[src/gda_ram.sv]
`timescale 1ns / 1ps
// ----------------------------------------------------------------------------
// gda_ram
// Generic RAM with one write port and one registered read port.
// ----------------------------------------------------------------------------
module gda_ram #(
  parameter int WIDTH = 8,
  parameter int DEPTH = 16
) (
  input  logic                                       clk,
  input  logic                                       we,
  input  logic [((DEPTH > 1) ? $clog2(DEPTH) : 1)-1:0] waddr,
  input  logic [WIDTH-1:0]                           wdata,
  input  logic                                       re,
  input  logic [((DEPTH > 1) ? $clog2(DEPTH) : 1)-1:0] raddr,
  output logic [WIDTH-1:0]                           rdata
);

  logic [WIDTH-1:0] mem [DEPTH];

  always_ff @(posedge clk) begin
    if (we) begin
      mem[waddr] <= wdata;
    end
    if (re) begin
      rdata <= mem[raddr];
    end
  end

endmodule

[config.mk]
export PLATFORM = sky130hd
export DESIGN_NAME = gda_ram
export DESIGN_NICKNAME = d
export VERILOG_FILES = /design/src/gda_ram.sv
export SDC_FILE = /design/constraint.sdc
export NUM_CORES = 1
export LEC_CHECK = 0
export BUFFER_PORTS_ARGS = -buffer_cell sky130_fd_sc_hd__buf_2
export CORE_MARGIN = 5
export CORE_UTILIZATION = 40
export DETAILED_ROUTE_END_ITERATION = 16
export GPL_ROUTABILITY_DRIVEN = 0
export PLACE_DENSITY = 0.57
export SETUP_SLACK_MARGIN = 0.3
export SLEW_MARGIN = 20
export SYNTH_ARGS = -nofsm -noshare
export SYNTH_HDL_FRONTEND = slang
export SYNTH_SLANG_ARGS = --single-unit
export TNS_END_PERCENT = 100
[constraint.sdc]
create_clock -name clk -period 2.05 [get_ports clk]
set_input_delay 0.5125 -clock clk [delete_from_list [all_inputs] [get_ports clk]]
set_output_delay 0.5125 -clock clk [all_outputs]
set_load 0.01 [all_outputs]
==> metrics.yaml <==
rsz0062_at_grt: "no"
ys_warn_count: 0
hold_viol_final: 0
worst_pin_slew_ps: 361.9
pin_count: 27
grt_max_degree: 33
status: "finished, final reports clean"
min_period_over_period_pct: 80.14
final_cell_mix: "edfxtp_1 (136), buf_2 (26), mux4_2 (25)"
final_common_cell: "edfxtp_1"
synth_cells: 229
dp_hpwl_mm: 6.363
relSlewSlack_pct: 75.87
syn-num-nets: 248
fp.dieH_microns: 124.3
antenna_found_initial: 0
crit_arrival_ps: 1790
cp_top_family: "multiplexers"
place_area_sq_um: 5718
irDropWorstVdd_uv: 620.2
grt_pass1_vias: 2479
clock_path_buffers: 2
yosysSeqAreaShare_pct: 78.12
fp.dieW_microns: 124.3
grt-ovfl-total: 0
timing.fmax_ghz: 0.6087
critPathMaxFanout: 16
pwr-share-seq_pct: 53.1
drc: 0
cp_slowest_cell: "mux4_2"
crit_buf_inv: 3
row_count: 41
min_path_type: "in2reg"
routed_via_density: 5.103
insertedDiodeCount: 0
path_cells: "buf_2 > buf_12 > buf_12 > mux4_2 > a22oi_1 > nand2_1"
p_clk_share_pct: 41.7
slowest_delay_ps: 490
vias: 2419
die_area_sq_um: 15460
drt-initial-drc-count: 218
switching_share_pct: 19.53
power_density_nw_per_um2: 957.8
synth.distinct_cells: 18
fin_crit_ps: 1643
critical_path_class: "in2reg"
finalSetupViolations: 0
holdBufCountCts: 0
fin_nets: 310
cts_sinks: 136
leakage_nw: 2.077
drv_slew: 0
p_int_w: 0.004780
cts_tree: "built"
h-tree-depth: 4
finalPower_w: 0.005941
setup.worst_path.start_class: "input port"
postCtsSetupRepairBufs: 0
totalWireLength_mm: 9.740
portBuffers: 26
cts_root_buffer: "clkbuf_16"
design.core.area_sq_um: 12720
syn_avg_cell_area_sq_um: 22.83
firstDrtPassIters: 4
area_growth_syn_to_layout_pct: 18.65
track_usage_pct: 13.29
synth-seq-cells: 136
start_util_pct: 41.09
worstPathRequired_ps: 2200
ant_nets: 0
cap_violations: 0
power_switching_w: 0.001160
grt_first_pass_wirelength_mm: 14.89
dp_slack_ps: -64.97
final_cell_area_sq_um: 6202
combPwrFrac_pct: 5.2
path_clk_slew_ps: 50
fin_ws_ps: 407.1
clk_latency_ps: 410
wire_per_inst_microns: 20.55
drive_gt1_share_pct: 33.77
fin_skew_ps: 4.498
cp_common_cell: "buf_12"
numCtsBuffers: 17
end_kind: "register"
synth_area_sq_um: 5228
[power by group through the flow]
stage               clock, W  sequential [W]  combinational [W]
floorplan                  0         0.00321           0.000164
global placement           0         0.00320           0.000313
detailed placement         0         0.00321           0.000318
CTS                  0.00253         0.00315           0.000318
global route         0.00268         0.00315           0.000339
finish               0.00248         0.00315           0.000309
[flip-flops by register name, indices dropped and copies added, names as in the netlist]
signal,cells
mem,128
rdata,8
[worst paths after layout]
kind	from	endpoint	slack, ps	depth (start not counted)
hold reg to reg	mem[8][4]$_DFFE_PP_	rdata[4]$_DFFE_PP_	740	3
setup reg to reg	mem[10][6]$_DFFE_PP_	rdata[6]$_DFFE_PP_	570	3
setup / recovery	raddr[0]	rdata[7]$_DFFE_PP_	410	6
hold / removal	re	rdata[4]$_DFFE_PP_	470	1
[through the flow]
step | hold WS [ps] | util [%] | cells | TNS (ps)
floorplan | 611.4 | - | 229 | 0
global placement | 734.1 | 44.94 | 444 | -68.42
detailed placement | 733.1 | 44.94 | 444 | -100.9
CTS | 452.7 | 48.71 | 474 | 0
global route | 452.7 | 48.75 | 474 | 0
finish | 470.8 | 48.75 | 474 | 0
[synth_stat cells, drive strengths merged]
library cell / number / area, sq um
buf: 7 / 56.30
nand3: 1 / 5.000
and2: 1 / 6.260
nand2: 9 / 33.78
nand2b: 2 / 12.51
and2b: 1 / 7.510
nor3: 4 / 20.02
a22oi: 16 / 120.1
nand3b: 2 / 15.01
mux4: 32 / 773.2
edfxtp: 136 / 4084
or3b: 1 / 8.760
nor2: 13 / 48.80
clkdlybuf4s25: 3 / 30.03
nor2b: 1 / 6.260
[repair_timing]
| action | 4_1_cts | 5_1_grt |
|---|---|---|
| resized for setup | 0 | 1 |
| endpoints found under the hold margin | 0 | 0 |
| endpoints found under the setup margin | 0 | 1 |
[cell type report]
| cell class | instances | area, sq um |
|---|---|---|
| clock buffer | 23 | 447.9 |
| clock inverter | 7 | 31.28 |
| fill | 1073 | 6520 |
| multi-input combinational | 83 | 1041 |
| sequential | 136 | 4084 |
| tap | 172 | 215.2 |
| timing repair buffer | 53 | 382.9 |
[metal layers]
layer	global-route usage (%)	vias to the layer above	routed length (microns)	share of wire, %
li1	-	1094	-	-
met3	3.988	12	540	5.5
met1	17.65	1242	4198	43
met4	5.803	0	125	1.3
met5	0	-	0	0
met2	20.36	71	4875	50
[cell families after synthesis]
group	count (synthesis)	synth area share, %
muxes	32	14.79
and+or+nand+nor	35	3.136
DFF	136	78.12
AOI/OAI and AO/OA	16	2.298
buffers and inverters	10	1.651
Note: power is estimated with default switching activity, not from simulation.
